$ cat config.mk
export PLATFORM = sky130hd
export DESIGN_NAME = gfd_alu
export DESIGN_NICKNAME = d
export VERILOG_FILES = /design/src/hw/rtl/gfd_pkg.sv /design/src/hw/rtl/gfd_alu.sv
export SDC_FILE = /design/constraint.sdc
export NUM_CORES = 2
export LEC_CHECK = 0
export ABC_CLOCK_PERIOD_IN_PS = 8050
export BUFFER_PORTS_ARGS = -buffer_cell sky130_fd_sc_hd__buf_4
export CORE_UTILIZATION = 35
export CTS_BUF_LIST = sky130_fd_sc_hd__clkbuf_8
export DETAILED_ROUTE_END_ITERATION = 16
export PLACE_DENSITY = 0.63
export SLEW_MARGIN = 40
export SYNTH_ARGS = -nofsm -noshare
export SYNTH_HDL_FRONTEND = slang
export SYNTH_SLANG_ARGS = --single-unit
$ cat constraint.sdc
create_clock -name clock -period 8.05 [get_ports clock]
set_input_delay 1.61 -clock clock [delete_from_list [all_inputs] [get_ports clock]]
set_output_delay 1.61 -clock clock [all_outputs]
set_load 0.005 [all_outputs]
$ cat src/hw/rtl/gfd_pkg.sv
// ----------------------------------------------------------------------------
// gfd_pkg
// Shared types, widths and codes of the grid finite-difference stencil.
// ----------------------------------------------------------------------------
package gfd_pkg;

   // Default grid extent along each axis.
   localparam int GFD_X_SIZE = 16;
   localparam int GFD_Y_SIZE = 16;
   localparam int GFD_Z_SIZE = 16;

   // Field widths.
   localparam int COORD_W  = 4;
   localparam int SMP_W    = 18;              // Q1.16 sample part
   localparam int ENTRY_W  = 2 * SMP_W;       // {im, re}
   localparam int DIFF_W   = SMP_W + 3;       // next - 2*centre + prev
   localparam int COEF_W   = 32;              // Q16.16 coefficient
   localparam int HALF_W   = COEF_W / 2;
   localparam int FRAC_W   = 16;
   localparam int OPA_W    = 41;              // multiplier operand A
   localparam int ACC_W    = OPA_W + HALF_W + 1;
   localparam int RES_W    = 32;
   localparam int NUM_RES  = 4;
   localparam int RES_IDX_W = $clog2(NUM_RES);

   // Request payload layout, lowest bit first.
   localparam int X_LSB      = 0;
   localparam int Y_LSB      = X_LSB + COORD_W;
   localparam int Z_LSB      = Y_LSB + COORD_W;
   localparam int RE_LSB     = Z_LSB + COORD_W;
   localparam int IM_LSB     = RE_LSB + SMP_W;
   localparam int NORM_BIT   = IM_LSB + SMP_W;
   localparam int REQ_DATA_W = ((NORM_BIT + 1 + 7) / 8) * 8;
   localparam int RSP_DATA_W = NUM_RES * RES_W;

   // Request kinds carried on tuser.
   localparam logic KIND_LOAD  = 1'b0;
   localparam logic KIND_QUERY = 1'b1;

   // Configuration registers.
   localparam int CSR_IDX_W = 3;
   localparam int NUM_REGS  = 7;
   localparam logic [CSR_IDX_W-1:0] REG_INV_DX_SQ   = 3'd0;
   localparam logic [CSR_IDX_W-1:0] REG_INV_DY_SQ   = 3'd1;
   localparam logic [CSR_IDX_W-1:0] REG_INV_DZ_SQ   = 3'd2;
   localparam logic [CSR_IDX_W-1:0] REG_HALF_INV_DX = 3'd3;
   localparam logic [CSR_IDX_W-1:0] REG_HALF_INV_DY = 3'd4;
   localparam logic [CSR_IDX_W-1:0] REG_HALF_INV_DZ = 3'd5;
   localparam logic [CSR_IDX_W-1:0] REG_AMP_FACTOR  = 3'd6;

   localparam logic [COEF_W-1:0] INV_SQ_RESET   = 32'd65536;
   localparam logic [COEF_W-1:0] HALF_INV_RESET = 32'd32768;
   localparam logic [COEF_W-1:0] AMP_RESET      = 32'd65536;

   // Operations of the shared multiply-accumulate unit.
   typedef enum logic [2:0] {
      OP_NONE,
      OP_MAC_HI,
      OP_MAC_LO,
      OP_ROUND,
      OP_NORM_HI,
      OP_NORM_LO
   } op_type;

   typedef struct packed {
      op_type                 op;
      logic                   clear;
      logic                   store;
      logic [RES_IDX_W-1:0]   res_idx;
   } alu_ctl_type;

endpackage

$ cat src/hw/rtl/gfd_alu.sv
// ----------------------------------------------------------------------------
// gfd_alu
// Shared multiply-accumulate unit with rounding, scaling and saturation.
// ----------------------------------------------------------------------------
module gfd_alu (
   input  logic                                          clock,
   input  logic                                          reset,
   input  gfd_pkg::alu_ctl_type                          issue_ctl,
   input  logic signed [gfd_pkg::OPA_W-1:0]              issue_opa,
   input  logic [gfd_pkg::HALF_W-1:0]                    issue_opb,
   output logic [gfd_pkg::NUM_RES-1:0][gfd_pkg::RES_W-1:0] result
);
   import gfd_pkg::*;

   localparam logic signed [ACC_W-1:0] ROUND_HALF = ACC_W'(2 ** (FRAC_W - 1));

   function automatic logic signed [ACC_W-1:0] round16(input logic signed [ACC_W-1:0] val);
      logic signed [ACC_W-1:0] sum;
      sum = val + ROUND_HALF;
      return sum >>> FRAC_W;
   endfunction

   function automatic logic [RES_W-1:0] saturate(input logic signed [ACC_W-1:0] val);
      logic [ACC_W-RES_W:0] upper;
      upper = val[ACC_W-1:RES_W-1];
      if ((upper == '0) || (upper == '1)) begin
         return val[RES_W-1:0];
      end
      return val[ACC_W-1] ? {1'b1, {(RES_W-1){1'b0}}} : {1'b0, {(RES_W-1){1'b1}}};
   endfunction

   alu_ctl_type                ctl0_ff, ctl1_ff;
   logic signed [OPA_W-1:0]    opa0_ff;
   logic [HALF_W-1:0]          opb0_ff;
   logic signed [OPA_W-1:0]    v_ff;
   logic signed [ACC_W-1:0]    prod_ff, prod_in;
   logic signed [ACC_W-1:0]    acc_ff;
   logic signed [ACC_W-1:0]    acc_base;
   logic signed [ACC_W-1:0]    rnd_acc, rnd_prod, norm_sum;
   logic signed [OPA_W-1:0]    mul_a;
   logic signed [HALF_W:0]     mul_b;
   logic [NUM_RES-1:0][RES_W-1:0] res_ff;

   // Scaling steps multiply the rounded value kept from the previous step.
   always_comb begin
      mul_a    = ((ctl0_ff.op == OP_NORM_HI) || (ctl0_ff.op == OP_NORM_LO)) ? v_ff : opa0_ff;
      mul_b    = {1'b0, opb0_ff};
      prod_in  = mul_a * mul_b;
      acc_base = ctl1_ff.clear ? '0 : acc_ff;
      rnd_acc  = round16(acc_ff);
      rnd_prod = round16(prod_ff);
      norm_sum = acc_ff + rnd_prod;
   end

   // Only the operation codes are reset; the data path follows them.
   always_ff @(posedge clock) begin
      ctl0_ff.op      <= reset ? OP_NONE : issue_ctl.op;
      ctl1_ff.op      <= reset ? OP_NONE : ctl0_ff.op;
      ctl0_ff.clear   <= issue_ctl.clear;
      ctl0_ff.store   <= issue_ctl.store;
      ctl0_ff.res_idx <= issue_ctl.res_idx;
      opa0_ff         <= issue_opa;
      opb0_ff         <= issue_opb;
      ctl1_ff.clear   <= ctl0_ff.clear;
      ctl1_ff.store   <= ctl0_ff.store;
      ctl1_ff.res_idx <= ctl0_ff.res_idx;
      prod_ff         <= prod_in;
      case (ctl1_ff.op)
         OP_MAC_HI: begin
            acc_ff <= acc_base + (prod_ff <<< FRAC_W);
         end
         OP_MAC_LO: begin
            acc_ff <= acc_base + prod_ff;
         end
         OP_ROUND: begin
            v_ff <= rnd_acc[OPA_W-1:0];
            if (ctl1_ff.store) begin
               res_ff[ctl1_ff.res_idx] <= saturate(rnd_acc);
            end
         end
         OP_NORM_HI: begin
            acc_ff <= prod_ff;
         end
         OP_NORM_LO: begin
            res_ff[ctl1_ff.res_idx] <= saturate(norm_sum);
         end
         default: begin
         end
      endcase
   end

   assign result = res_ff;

endmodule

==> flow_metrics.py <==
metrics = {
    "worst_setup_path": {
        "r2r_end": "prod_ff[56]",
        "critical-path-max-stage-delay_ps": 550,
        "critPathLaunchType": "register",
        "cp.required_ps": 8740,
        "arrival_ps": 8430,
        "worst-path-stages": 28,
        "reg2reg_slack_ps": 310,
        "setup.worst_path.class": "register to register",
        "critPathMostFrequentCell": "fa_1",
        "cpMaxStageDelayCell": "fa_1",
        "endpoint_kind": "register",
        "rr_startpoint": "ctl0_ff[6]",
        "r2r.worst_path.cells": 28,
        "worstPathMaxFanout": 23,
        "crit_family": "adder cells",
        "path_buf_inv": 6,
    },
    "clock_tree": {
        "hold_buffers": 0,
        "cts_max_path_buffers": 3,
        "clock_latency_ps": 780,
        "root_buffer": "clkbuf_8",
        "htree_num_levels": 2,
        "cts_tree": "built",
        "numCtsBuffers": 61,
        "clkTransAtPathRegs_ps": 70,
        "clkSinkCount": 356,
    },
    "global_routing": {
        "grtUsageTotal_pct": 21.54,
        "overflow": 0,
        "antenna_found_initial": 5,
        "first_global_vias": 38640,
        "grt_max_degree": 61,
        "grt_pass1_wl_mm": 227.7,
    },
    "die": {
        "dieArea_um2": 135200,
        "ios": 194,
        "start_util_pct": 35.42,
        "die_w_um": 367.7,
        "die_y_um": 367.7,
        "std_cell_rows": 133,
        "core_um2": 132100,
    },
    "route": {
        "num_vias": 38520,
        "wl_mm": 146.6,
        "dr.pass1.iters": 6,
        "antenna_left": 0,
        "routedWlPerCell_um": 20.59,
        "routed_via_density": 5.409,
        "drt_iter0_drc": 3380,
        "drc": 0,
    },
    "cells_and_area": {
        "layout.nets": 6288,
        "final_area_um2": 51960,
        "syn2layout_area_growth_pct": 11.01,
        "fillers": 13240,
        "seqCellArea_um2": 9400,
        "drive_gt1_share_pct": 11.43,
        "multi_input_area_um2": 33550,
    },
    "synth": {
        "synth_area_um2": 46800,
        "synth.avg_cell_area_um2": 8.997,
        "synthesis.nets": 6178,
        "yosys_warnings": 0,
        "synth-edff-count": 227,
        "synthCells": 5202,
        "yosysUniqueCellTypes": 88,
        "netlist.area_leader.share_pct": 26.43,
        "ys_seq_area_share_pct": 20.08,
        "synth-seq-cells": 356,
        "ys_async_sr_fraction_pct": 0,
        "ys_top_cells_by_area": "fa_1 26%, edfxtp_1 15%, ha_1 7.8%, inv_1 6.4%, dfxtp_1 5.5%",
        "ys.flop_type": "edfxtp_1",
        "synth_area_leader_cell": "fa_1",
    },
    "flow_run": {
        "maxCapViolations": 0,
    },
    "placement": {
        "dp_hpwl_mm": 118.6,
        "place_congestion": 0.9659,
        "io_buffer_count": 193,
        "dpl-instance-area_um2": 50380,
    },
    "sta": {
        "report.final.slew_viol_count": 0,
        "setup_viol": 0,
        "worstMarginPinSlew_ps": 883.4,
        "post-route-min-period_ps": 7738,
        "setup_tns_ps": 0,
        "period_share_pct": 96.13,
        "timing.final.hold_violations": 0,
        "grt_setup_unrepaired": "no",
        "finalClockSkew_ps": 60.03,
        "hold_ws_ps": 325.5,
        "maxSlewHeadroom_pct": 40.69,
        "fmax_ghz": 0.1292,
    },
    "worst_hold_path": {
        "hold_path_depth": 0,
        "holdCritPathClass": "register to register",
        "min_from": "ctl0_ff[3]",
        "hold_end": "ctl1_ff[3]",
    },
    "outcome": {
        "outcome": "complete, no violations",
    },
}
[kinds of logic (layout without fill, tap and decap cells)]
logic type	after synthesis	count (layout)	share of synthesized area, %
and+or+nand+nor	1481	1481	15.69
AOI/OAI and AO/OA	1084	1084	15.11
buffers and inverters	1049	1212	8.562
adders and majority gates	910	910	34.24
DFF	356	356	20.08
xor gates and xnor gates	269	269	5.066
muxes	53	53	1.246
other	0	1	0
[how the worst max path moves through the flow]
stage                           from  slack, ps          end
after floorplan           ctl0_ff[6]         30  prod_ff[51]
after global placement    ctl0_ff[6]        130  prod_ff[51]
after detailed placement  ctl0_ff[6]         20  prod_ff[51]
after CTS                 ctl0_ff[6]         20  prod_ff[51]
after global routing      ctl0_ff[6]         20  prod_ff[43]
final                     ctl0_ff[6]        310  prod_ff[56]
[metal layers]
metal  vias to the layer above  wire length [um]  GRT usage [%]
met5                         -                21              0
met4                         4              4314          6.112
met3                       234             12800          3.346
met2                      1670             64300          33.58
met1                     19150             65160          30.77
li1                      17460                 -              -
[repair_timing]
action,CTS,global route
buffers inserted,0,1
gates resized for setup,1,21
setup endpoints to repair,1,14
cloned,0,0
pin swaps,0,3
[cell usage in the layout (no fill, tap or decap), drive strengths merged, types with 63 or more instances in the layout]
master and count:
a21o 96, clkbuf 63, and2 281, ha 292, dfxtp 129, buf 303, o21ai 290, a31o 122
inv 813, nand2 585, edfxtp 227, xor2 84, nor2b 90, a21oi 269, xnor2 184, fa 618
nand3 75, nor2 178
[sequential cells by signal (all words and copies together) (netlist names)]
| name | flops |
|---|---|
| ctl0_ff | 7 |
| ctl1_ff | 7 |
| opb0_ff | 16 |
| result | 128 |
| opa0_ff | 41 |
| v_ff | 41 |
| acc_ff | 58 |
| prod_ff | 58 |
[area by class of cell]
| cell class | instances | share of cell area [%] |
|---|---|---|
| Clock buffer | 63 | 1.669 |
| Timing Repair Buffer | 303 | 4.510 |
| Multi-Input combinational cell | 3797 | 64.58 |
| Sequential cell | 356 | 18.09 |
| Clock inverter | 53 | 1.194 |
| Inverter | 793 | 5.729 |
| Antenna cell | 1 | 0.004816 |
| Tap cell | 1755 | 4.226 |
[Yosys cell counts, types with 42 or more instances]
| cell type | n |
|---|---|
| ha_1 | 292 |
| mux2_2 | 42 |
| nand3_1 | 75 |
| and2_1 | 281 |
| a21o_1 | 96 |
| nand2_1 | 585 |
| dfxtp_1 | 129 |
| edfxtp_1 | 227 |
| fa_1 | 618 |
| xor2_1 | 84 |
| a22oi_1 | 45 |
| nand4_1 | 60 |
| nor2b_1 | 90 |
| nor3_1 | 44 |
| clkbuf_1 | 232 |
| xnor2_1 | 184 |
| inv_1 | 793 |
| o21ai_0 | 284 |
| a21oi_1 | 269 |
| nor2_1 | 178 |
| a31o_2 | 104 |
[per-stage QoR]
| step | util, % | cells | setup WS [ps] |
|---|---|---|---|
| floorplan | - | 5202 | 32.01 |
| global placement | 38.09 | 7001 | 128.6 |
| detailed placement | 38.13 | 7003 | 18.49 |
| CTS | 39.26 | 7119 | 21.81 |
| global route | 39.32 | 7121 | 23.47 |
| finish | 39.32 | 7121 | 311.6 |
Power is not shown: default switching activity piles up to over one toggle a cycle in this logic, so the estimate is an artifact.
